`src/sv/ifsf_pkg.sv`:
```
`timescale 1ns / 1ps
// ----------------------------------------------------------------------------
// Information frame framer package
// Shared types and constants: register map, reset values, byte slot layout of
// the per-item output burst, and the configuration and burst structures.
// ----------------------------------------------------------------------------
package ifsf_pkg;

    // One item can cause at most nine line bytes; each has a fixed slot.
    localparam int unsigned NUM_SLOTS = 9;
    localparam int unsigned SLOT_W    = 4;

    typedef logic [SLOT_W-1:0] t_slot;

    localparam t_slot SLOT_OPEN  = 4'd0;  // opening flag
    localparam t_slot SLOT_ADDR  = 4'd1;  // address
    localparam t_slot SLOT_CTL   = 4'd2;  // control
    localparam t_slot SLOT_HCS   = 4'd3;  // header check
    localparam t_slot SLOT_DATA0 = 4'd4;  // payload byte or escape
    localparam t_slot SLOT_DATA1 = 4'd5;  // stuffed payload byte
    localparam t_slot SLOT_CHK0  = 4'd6;  // check byte or escape
    localparam t_slot SLOT_CHK1  = 4'd7;  // stuffed check byte
    localparam t_slot SLOT_CLOSE = 4'd8;  // closing flag

    localparam logic [7:0] STUFF_XOR  = 8'h20;
    localparam logic [7:0] CHECK_INIT = 8'h00;

    localparam int unsigned CFG_IDX_W = 3;

    typedef enum logic [CFG_IDX_W-1:0] {
        REG_FLAG     = 3'd0,
        REG_ESCAPE   = 3'd1,
        REG_ADDRESS  = 3'd2,
        REG_CTL_SEQ0 = 3'd3,
        REG_CTL_SEQ1 = 3'd4
    } t_reg_idx;

    localparam logic [7:0] FLAG_RESET     = 8'h7E;
    localparam logic [7:0] ESCAPE_RESET   = 8'h7D;
    localparam logic [7:0] ADDRESS_RESET  = 8'h03;
    localparam logic [7:0] CTL_SEQ0_RESET = 8'h00;
    localparam logic [7:0] CTL_SEQ1_RESET = 8'h40;

    typedef struct packed {
        logic [7:0] flag;
        logic [7:0] escape;
        logic [7:0] address;
        logic [7:0] ctl_seq0;
        logic [7:0] ctl_seq1;
    } t_cfg;

    // Line bytes caused by one item, with a mask of the slots in use.
    typedef struct packed {
        logic [NUM_SLOTS-1:0][7:0] bytes;
        logic [NUM_SLOTS-1:0]      mask;
    } t_burst;

endpackage

```
`src/sv/ifsf_regs.sv`:
```
`timescale 1ns / 1ps
// ----------------------------------------------------------------------------
// Framer configuration registers
// Holds the flag, escape, address and the two control bytes.
// ----------------------------------------------------------------------------
module ifsf_regs (
    input  logic                              i_clk,
    input  logic                              i_rst_n,
    input  logic                              i_wr_en,
    input  logic [ifsf_pkg::CFG_IDX_W-1:0]    i_wr_index,
    input  logic [7:0]                        i_wr_data,
    output ifsf_pkg::t_cfg                    o_cfg
);

    ifsf_pkg::t_cfg r_cfg;
    ifsf_pkg::t_cfg n_cfg;

    always_comb begin
        n_cfg = r_cfg;
        if (i_wr_en) begin
            unique case (ifsf_pkg::t_reg_idx'(i_wr_index))
                ifsf_pkg::REG_FLAG:     n_cfg.flag     = i_wr_data;
                ifsf_pkg::REG_ESCAPE:   n_cfg.escape   = i_wr_data;
                ifsf_pkg::REG_ADDRESS:  n_cfg.address  = i_wr_data;
                ifsf_pkg::REG_CTL_SEQ0: n_cfg.ctl_seq0 = i_wr_data;
                ifsf_pkg::REG_CTL_SEQ1: n_cfg.ctl_seq1 = i_wr_data;
                default:                n_cfg          = r_cfg;
            endcase
        end
    end

    always_ff @(posedge i_clk) begin
        if (!i_rst_n) begin
            r_cfg.flag     <= ifsf_pkg::FLAG_RESET;
            r_cfg.escape   <= ifsf_pkg::ESCAPE_RESET;
            r_cfg.address  <= ifsf_pkg::ADDRESS_RESET;
            r_cfg.ctl_seq0 <= ifsf_pkg::CTL_SEQ0_RESET;
            r_cfg.ctl_seq1 <= ifsf_pkg::CTL_SEQ1_RESET;
        end else begin
            r_cfg <= n_cfg;
        end
    end

    assign o_cfg = r_cfg;

endmodule

```
`src/sv/ifsf_core.sv`:
```
`timescale 1ns / 1ps
// ----------------------------------------------------------------------------
// Framer core
// Turns one input item into its burst of line bytes and keeps the frame state
// (open flag and running XOR check).
// ----------------------------------------------------------------------------
module ifsf_core (
    input  logic                i_clk,
    input  logic                i_rst_n,
    input  logic                i_accept,
    input  logic [7:0]          i_payload_byte,
    input  logic                i_has_data,
    input  logic                i_first_item,
    input  logic                i_last_item,
    input  logic                i_sequence_bit,
    input  ifsf_pkg::t_cfg      i_cfg,
    output ifsf_pkg::t_burst    o_burst
);

    logic [7:0] r_check;
    logic [7:0] n_check;
    logic       r_in_frame;
    logic       n_in_frame;

    logic [7:0] ctl;
    logic       open;
    logic       take;
    logic       close;
    logic [7:0] chk_base;
    logic [7:0] chk_new;
    logic       data_special;
    logic       chk_special;

    always_comb begin
        ctl          = i_sequence_bit ? i_cfg.ctl_seq1 : i_cfg.ctl_seq0;
        open         = i_first_item | r_in_frame;
        take         = open & i_has_data;
        close        = open & i_last_item;
        chk_base     = i_first_item ? ifsf_pkg::CHECK_INIT : r_check;
        chk_new      = take ? (chk_base ^ i_payload_byte) : chk_base;
        data_special = (i_payload_byte == i_cfg.escape) || (i_payload_byte == i_cfg.flag);
        chk_special  = (chk_new == i_cfg.escape) || (chk_new == i_cfg.flag);

        o_burst = '0;
        if (i_first_item) begin
            o_burst.bytes[ifsf_pkg::SLOT_OPEN] = i_cfg.flag;
            o_burst.bytes[ifsf_pkg::SLOT_ADDR] = i_cfg.address;
            o_burst.bytes[ifsf_pkg::SLOT_CTL]  = ctl;
            o_burst.bytes[ifsf_pkg::SLOT_HCS]  = ctl ^ i_cfg.address;
            o_burst.mask[ifsf_pkg::SLOT_OPEN]  = 1'b1;
            o_burst.mask[ifsf_pkg::SLOT_ADDR]  = 1'b1;
            o_burst.mask[ifsf_pkg::SLOT_CTL]   = 1'b1;
            o_burst.mask[ifsf_pkg::SLOT_HCS]   = 1'b1;
        end
        if (take) begin
            o_burst.mask[ifsf_pkg::SLOT_DATA0] = 1'b1;
            if (data_special) begin
                o_burst.bytes[ifsf_pkg::SLOT_DATA0] = i_cfg.escape;
                o_burst.bytes[ifsf_pkg::SLOT_DATA1] = i_payload_byte ^ ifsf_pkg::STUFF_XOR;
                o_burst.mask[ifsf_pkg::SLOT_DATA1]  = 1'b1;
            end else begin
                o_burst.bytes[ifsf_pkg::SLOT_DATA0] = i_payload_byte;
            end
        end
        if (close) begin
            o_burst.mask[ifsf_pkg::SLOT_CHK0]   = 1'b1;
            o_burst.mask[ifsf_pkg::SLOT_CLOSE]  = 1'b1;
            o_burst.bytes[ifsf_pkg::SLOT_CLOSE] = i_cfg.flag;
            if (chk_special) begin
                o_burst.bytes[ifsf_pkg::SLOT_CHK0] = i_cfg.escape;
                o_burst.bytes[ifsf_pkg::SLOT_CHK1] = chk_new ^ ifsf_pkg::STUFF_XOR;
                o_burst.mask[ifsf_pkg::SLOT_CHK1]  = 1'b1;
            end else begin
                o_burst.bytes[ifsf_pkg::SLOT_CHK0] = chk_new;
            end
        end

        n_check    = r_check;
        n_in_frame = r_in_frame;
        if (i_accept) begin
            n_check    = close ? ifsf_pkg::CHECK_INIT : chk_new;
            n_in_frame = open & ~close;
        end
    end

    always_ff @(posedge i_clk) begin
        if (!i_rst_n) begin
            r_check    <= ifsf_pkg::CHECK_INIT;
            r_in_frame <= 1'b0;
        end else begin
            r_check    <= n_check;
            r_in_frame <= n_in_frame;
        end
    end

endmodule

```
`src/sv/ifsf_emit.sv`:
```
`timescale 1ns / 1ps
// ----------------------------------------------------------------------------
// Framer byte emitter
// Holds one burst and sends its used slots in order, one byte per transaction.
// ----------------------------------------------------------------------------
module ifsf_emit (
    input  logic                i_clk,
    input  logic                i_rst_n,
    input  logic                i_load,
    input  ifsf_pkg::t_burst    i_burst,
    input  logic                i_out_ready,
    output logic                o_drained,
    output logic                o_out_valid,
    output logic [7:0]          o_line_byte,
    output logic                o_end_of_frame,
    output logic                o_last_of_run
);

    logic [ifsf_pkg::NUM_SLOTS-1:0][7:0] r_bytes;
    logic [ifsf_pkg::NUM_SLOTS-1:0]      r_mask;
    logic [ifsf_pkg::NUM_SLOTS-1:0]      n_mask;

    ifsf_pkg::t_slot cur;
    logic            one_left;
    logic            out_fire;

    // Lowest used slot is the next byte to send.
    always_comb begin
        cur = ifsf_pkg::SLOT_OPEN;
        for (int k = ifsf_pkg::NUM_SLOTS - 1; k >= 0; k--) begin
            if (r_mask[k]) begin
                cur = ifsf_pkg::SLOT_W'(k);
            end
        end
    end

    always_comb begin
        one_left  = (r_mask & (r_mask - ifsf_pkg::NUM_SLOTS'(1))) == '0;
        out_fire  = o_out_valid & i_out_ready;
        o_drained = ~o_out_valid | (out_fire & one_left);

        n_mask = r_mask;
        if (i_load) begin
            n_mask = i_burst.mask;
        end else if (out_fire) begin
            n_mask = r_mask & ~(ifsf_pkg::NUM_SLOTS'(1) << cur);
        end
    end

    always_ff @(posedge i_clk) begin
        if (!i_rst_n) begin
            r_mask <= '0;
        end else begin
            r_mask <= n_mask;
        end
    end

    always_ff @(posedge i_clk) begin
        if (i_load) begin
            r_bytes <= i_burst.bytes;
        end
    end

    assign o_out_valid    = |r_mask;
    assign o_line_byte    = r_bytes[cur];
    assign o_end_of_frame = (cur == ifsf_pkg::SLOT_CLOSE);
    assign o_last_of_run  = one_left;

endmodule

```
`src/sv/info_frame_stuffing_framer.sv`:
```
`timescale 1ns / 1ps
// ----------------------------------------------------------------------------
// Information frame stuffing framer
// Builds byte-stuffed information frames with an XOR block check from a
// stream of payload items.
// ----------------------------------------------------------------------------
// Each accepted input transaction is turned, in the same cycle, into the set
// of line bytes it causes (up to nine: a four-byte header on the first item,
// one or two bytes per stuffed payload byte, and on the last item one or two
// bytes of stuffed check followed by the closing flag). That set is latched
// into the emitter, which sends one byte per output transaction. An item
// therefore occupies the output until every byte it produces has been
// taken; an item that produces no bytes leaves the emitter empty. The
// output link is the limit: the next item is taken in the same cycle the
// last byte of the previous one leaves, so the line stays busy with no gap.
// Configuration writes are always accepted and should be issued only while
// the framer is idle.
// ----------------------------------------------------------------------------
module info_frame_stuffing_framer (
    input  logic        i_clk,
    input  logic        i_rst_n,

    // Payload stream.
    input  logic        i_s_tvalid,
    output logic        o_s_tready,
    input  logic [7:0]  i_s_tdata,    // [7:0] payload_byte
    input  logic [2:0]  i_s_tuser,    // [0] has_data, [1] first_item, [2] sequence_bit
    input  logic        i_s_tlast,    // last_item

    // Line byte stream.
    output logic        o_m_tvalid,
    input  logic        i_m_tready,
    output logic [7:0]  o_m_tdata,    // [7:0] line_byte
    output logic [0:0]  o_m_tuser,    // [0] end_of_frame
    output logic        o_m_tlast,    // last_of_run

    // Configuration write channel.
    input  logic                             i_cfg_valid,
    output logic                             o_cfg_ready,
    input  logic [ifsf_pkg::CFG_IDX_W-1:0]   i_cfg_index,
    input  logic [7:0]                       i_cfg_data
);

    ifsf_pkg::t_cfg   cfg;
    ifsf_pkg::t_burst burst;
    logic             drained;
    logic             in_accept;

    // Registers are plain flops, so every write transaction completes at once.
    assign o_cfg_ready = 1'b1;

    // A new item may enter whenever the emitter is empty or is sending its
    // final byte in this cycle.
    assign o_s_tready = drained;
    assign in_accept  = i_s_tvalid & drained;

    ifsf_regs u_regs (
        .i_clk      (i_clk),
        .i_rst_n    (i_rst_n),
        .i_wr_en    (i_cfg_valid),
        .i_wr_index (i_cfg_index),
        .i_wr_data  (i_cfg_data),
        .o_cfg      (cfg)
    );

    // Header, stuffing and check logic; frame state advances on each
    // accepted transaction.
    ifsf_core u_core (
        .i_clk          (i_clk),
        .i_rst_n        (i_rst_n),
        .i_accept       (in_accept),
        .i_payload_byte (i_s_tdata),
        .i_has_data     (i_s_tuser[0]),
        .i_first_item   (i_s_tuser[1]),
        .i_last_item    (i_s_tlast),
        .i_sequence_bit (i_s_tuser[2]),
        .i_cfg          (cfg),
        .o_burst        (burst)
    );

    // Output register bank and slot sequencer.
    ifsf_emit u_emit (
        .i_clk          (i_clk),
        .i_rst_n        (i_rst_n),
        .i_load         (in_accept),
        .i_burst        (burst),
        .i_out_ready    (i_m_tready),
        .o_drained      (drained),
        .o_out_valid    (o_m_tvalid),
        .o_line_byte    (o_m_tdata),
        .o_end_of_frame (o_m_tuser[0]),
        .o_last_of_run  (o_m_tlast)
    );

endmodule

```
`config.mk`:
```
export PLATFORM = sky130hd
export DESIGN_NAME = info_frame_stuffing_framer
export DESIGN_NICKNAME = d
export VERILOG_FILES = /design/src/sv/ifsf_pkg.sv /design/src/sv/ifsf_regs.sv /design/src/sv/ifsf_core.sv /design/src/sv/ifsf_emit.sv /design/src/sv/info_frame_stuffing_framer.sv
export SDC_FILE = /design/constraint.sdc
export NUM_CORES = 1
export LEC_CHECK = 0
export BUFFER_PORTS_ARGS = -buffer_cell sky130_fd_sc_hd__buf_2
export CAP_MARGIN = 40
export CORE_ASPECT_RATIO = 0.9
export CORE_MARGIN = 3
export CORE_UTILIZATION = 50
export CTS_CLUSTER_SIZE = 14
export DETAILED_ROUTE_END_ITERATION = 16
export PLACE_DENSITY = 0.68
export SETUP_SLACK_MARGIN = 0.15
export SKIP_LAST_GASP = 1
export SLEW_MARGIN = 5
export SYNTH_ARGS = -nofsm -noshare
export SYNTH_HDL_FRONTEND = slang
export SYNTH_SLANG_ARGS = --single-unit
```
`constraint.sdc`:
```
create_clock -name i_clk -period 8.4 [get_ports i_clk]
set_clock_uncertainty 0.1 [all_clocks]
set_input_delay 2.52 -clock i_clk [delete_from_list [all_inputs] [get_ports i_clk]]
set_output_delay 2.52 -clock i_clk [all_outputs]
set_load 0.01 [all_outputs]
```
==> flow_summary_export.csv <==
group,metric,value,unit
outcome,outcome,"complete, no violations",
sta,period_share,68.9,%
pwr,combPwrFrac,15.9,%
cts,cts_tree,"yes",
die,ios,41,
pwr,swShare,27.7,%
cells_and_area,drive_above_1_share,14.6,%
worst_setup_path,cp_max_fo,4,
drt,drt_iter0_drc,477,
cts,path_clk_slew,0.06,ns
cts,htreeDepth,4,
place,gp_congestion,0.914,
cts,clock_path_buffers,2,
yosys,synthCells,698,
place,dp_slack,2.63,ns
grt,antenna_found_initial,0,
die,start_util,52.0,%
drt,drt_first_pass_iters,5,
yosys,seq_area_frac_synth,49.4,%
worst_setup_path,start_kind,"input pin",
worst_setup_path,critical_path_class,"in2out",
sta,hold_slack,0.355,ns
yosys,avgSynthCellArea,9.63,µm²
cts,cts-resized-gates,0,
cells_and_area,area_delta_synth_final,13.3,%
place,placedInstanceArea,7010,µm²
yosys,ys_ff_latch,130,
sta,slew_headroom,41.0,%
die,die_width,128,µm
sta,worstMarginPinSlew,0.885,ns
pwr,p_int,0.00131,W
cells_and_area,diodes,0,
yosys,synth_nets,726,
die,rows,39,
drt,vias,5295,
grt,grt_pass1_wl,27000,µm
cells_and_area,fillers,1110,
sta,fin_crit,5.79,ns
worst_hold_path,min_path_type,"reg2reg",
die,die-area,14900,µm²
cts,numCtsBuffers,17,
job,maxCapViolCount,0,
pwr,p_sw,0.000502,W
worst_setup_path,cp-end-kind,"primary output",
sta,fin_ws,2.61,ns
sta,slew_violations,0,
die,core_area,12900,µm²
worst_setup_path,cp.required,5.78,ns
worst_setup_path,critPathArrivalTime,3.17,ns
grt,track_usage,23.8,%
sta,hold_violations,0,
grt,grt_max_degree,57,
place,io_buffers,39,
cts,root_buffer,"clkbuf_16",
yosys,yosysWarnings,0,
sta,max_clock_freq,173,MHz
pwr,clockPowerShare,41.7,%
drt,wl,17000,µm
cells_and_area,final_cell_area,7610,µm²
drt,drtAntennaViolNets,0,
drt,viasPerCell,5.90,
cts,clock_latency,0.42,ns
drt,drcViolationCount,0,
sta,finalSetupViolCount,0,
die,die_y,116,µm
yosys,synth_ff_type,"edfxtp_1",
pwr,power_density,238,nW/µm²
yosys,netlist-cell-type-count,59,
grt,overflow,0,
yosys,synthArstFlopShare,0,%
yosys,synth_edf_count,72,
pwr,seq_power_share,42.4,%
pwr,p_leak,2.89,nW
sta,rsz0062_at_grt,"false",
cts,cts_hold_buffers,0,
grt,grt_pass1_vias,5145,
yosys,syn-cell-area,6720,µm²
pwr,ir_worst_vdd,0.167,mV
place,dp_hpwl,11600,µm
cts,cts_setup_buffers,0,
drt,avgRoutedWirePerCell,19.0,µm
cells_and_area,nets,749,
cts,clock_sinks,130,
sta,fin_setup_tns,0,ns
[power groups by stage]
| stage | Combinational, W | Sequential, W | Clock (W) |
|---|---|---|---|
| finish | 0.000288 | 0.000769 | 0.000757 |
| detailed placement | 0.000286 | 0.000781 | 0 |
| global route | 0.000318 | 0.000773 | 0.000795 |
| CTS | 0.000287 | 0.000768 | 0.000765 |
| global placement | 0.000273 | 0.000779 | 0 |
| floorplan | 0.000201 | 0.000765 | 0 |
[final timing paths]
kind                          start                 end  slack (ns)  cells after the start
setup reg to reg  u_core.r_in_frame  u_emit.r_bytes[55]        5.06                      7
hold reg to reg     u_regs.o_cfg[2]     u_regs.o_cfg[2]        0.35                      2
hold / removal      u_regs.o_cfg[2]     u_regs.o_cfg[2]        0.35                      2
setup / recovery         i_m_tready          o_s_tready        2.61                      4
[cell type report]
class	instances	area [µm²]	area share [%]
Clock buffer	18	429	5.64
Clock inverter	14	176	2.32
Inverter	5	18.8	0.247
Multi-Input combinational cell	520	3180	41.8
Sequential cell	130	3320	43.7
Tap cell	164	205	2.70
Timing Repair Buffer	47	275	3.62
[routing by layer]
metal / GRT usage [%] / share of wire (%) / vias up
met5: 0 / 0 / -
met4: 9.76 / 2.6 / 0
met3: 6.36 / 8.1 / 39
met2: 36.0 / 45 / 228
met1: 32.6 / 45 / 2495
li1: - / - / 2533
[layout by cell type, fill, tap and decap left out, drive strengths merged, types with 5 or more instances in the layout]
| master | n |
|---|---|
| dfxtp | 58 |
| inv | 8 |
| and2 | 47 |
| buf | 47 |
| and3 | 11 |
| o22ai | 6 |
| a221oi | 8 |
| edfxtp | 72 |
| mux2i | 48 |
| or3 | 10 |
| or2 | 7 |
| nand4 | 6 |
| nor3 | 12 |
| o21ai | 31 |
| or4 | 6 |
| nor2b | 17 |
| nand3 | 21 |
| nand2b | 6 |
| nand2 | 104 |
| a21oi | 64 |
| xnor2 | 24 |
| clkinv | 5 |
| a22oi | 6 |
| nor2 | 47 |
| clkbuf | 18 |
[critical path: stages]
cell and delay (ns):
buf_2 0.12, inv_1 0.07, o311ai_2 0.27, buf_2 0.18
[synthesized netlist by cell type, types with 11 or more instances]
master,count,area [µm²]
a21oi_1,62,310
and2_1,47,294
and3_1,11,68.8
clkbuf_1,29,109
dfxtp_1,58,1160
edfxtp_1,72,2160
mux2i_1,47,470
nand2_1,103,387
nand3_1,21,105
nor2_1,45,169
nor2b_1,17,106
o21ai_0,29,145
xnor2_1,24,210
[sequential cells by signal (all words and copies together) (netlist names)]
signal / count
u_emit.r_bytes: 72
u_regs.o_cfg: 40
u_emit.r_mask: 9
u_core.r_check: 8
u_core.r_in_frame: 1
[cell families after synthesis]
| kind of cell | Yosys count | share of synthesized area [%] |
|---|---|---|
| fa+ha+maj | 2 | 0.298 |
| buf+inv | 48 | 3.28 |
| flops | 130 | 49.4 |
| other cells | 1 | 0.0558 |
| simple gates | 309 | 24.4 |
| compound gates | 136 | 12.2 |
| xor+xnor | 24 | 3.13 |
| mux | 48 | 7.20 |
[through the flow]
stage               power (W)  utilization [%]  std cells
CTS                   0.00182             58.9        898
floorplan            0.000966                -        698
detailed placement    0.00107             54.2        866
finish                0.00181             58.9        898
global route          0.00189             58.9        898
global placement      0.00105             53.9        863
Note: power is estimated with default switching activity, not from simulation.
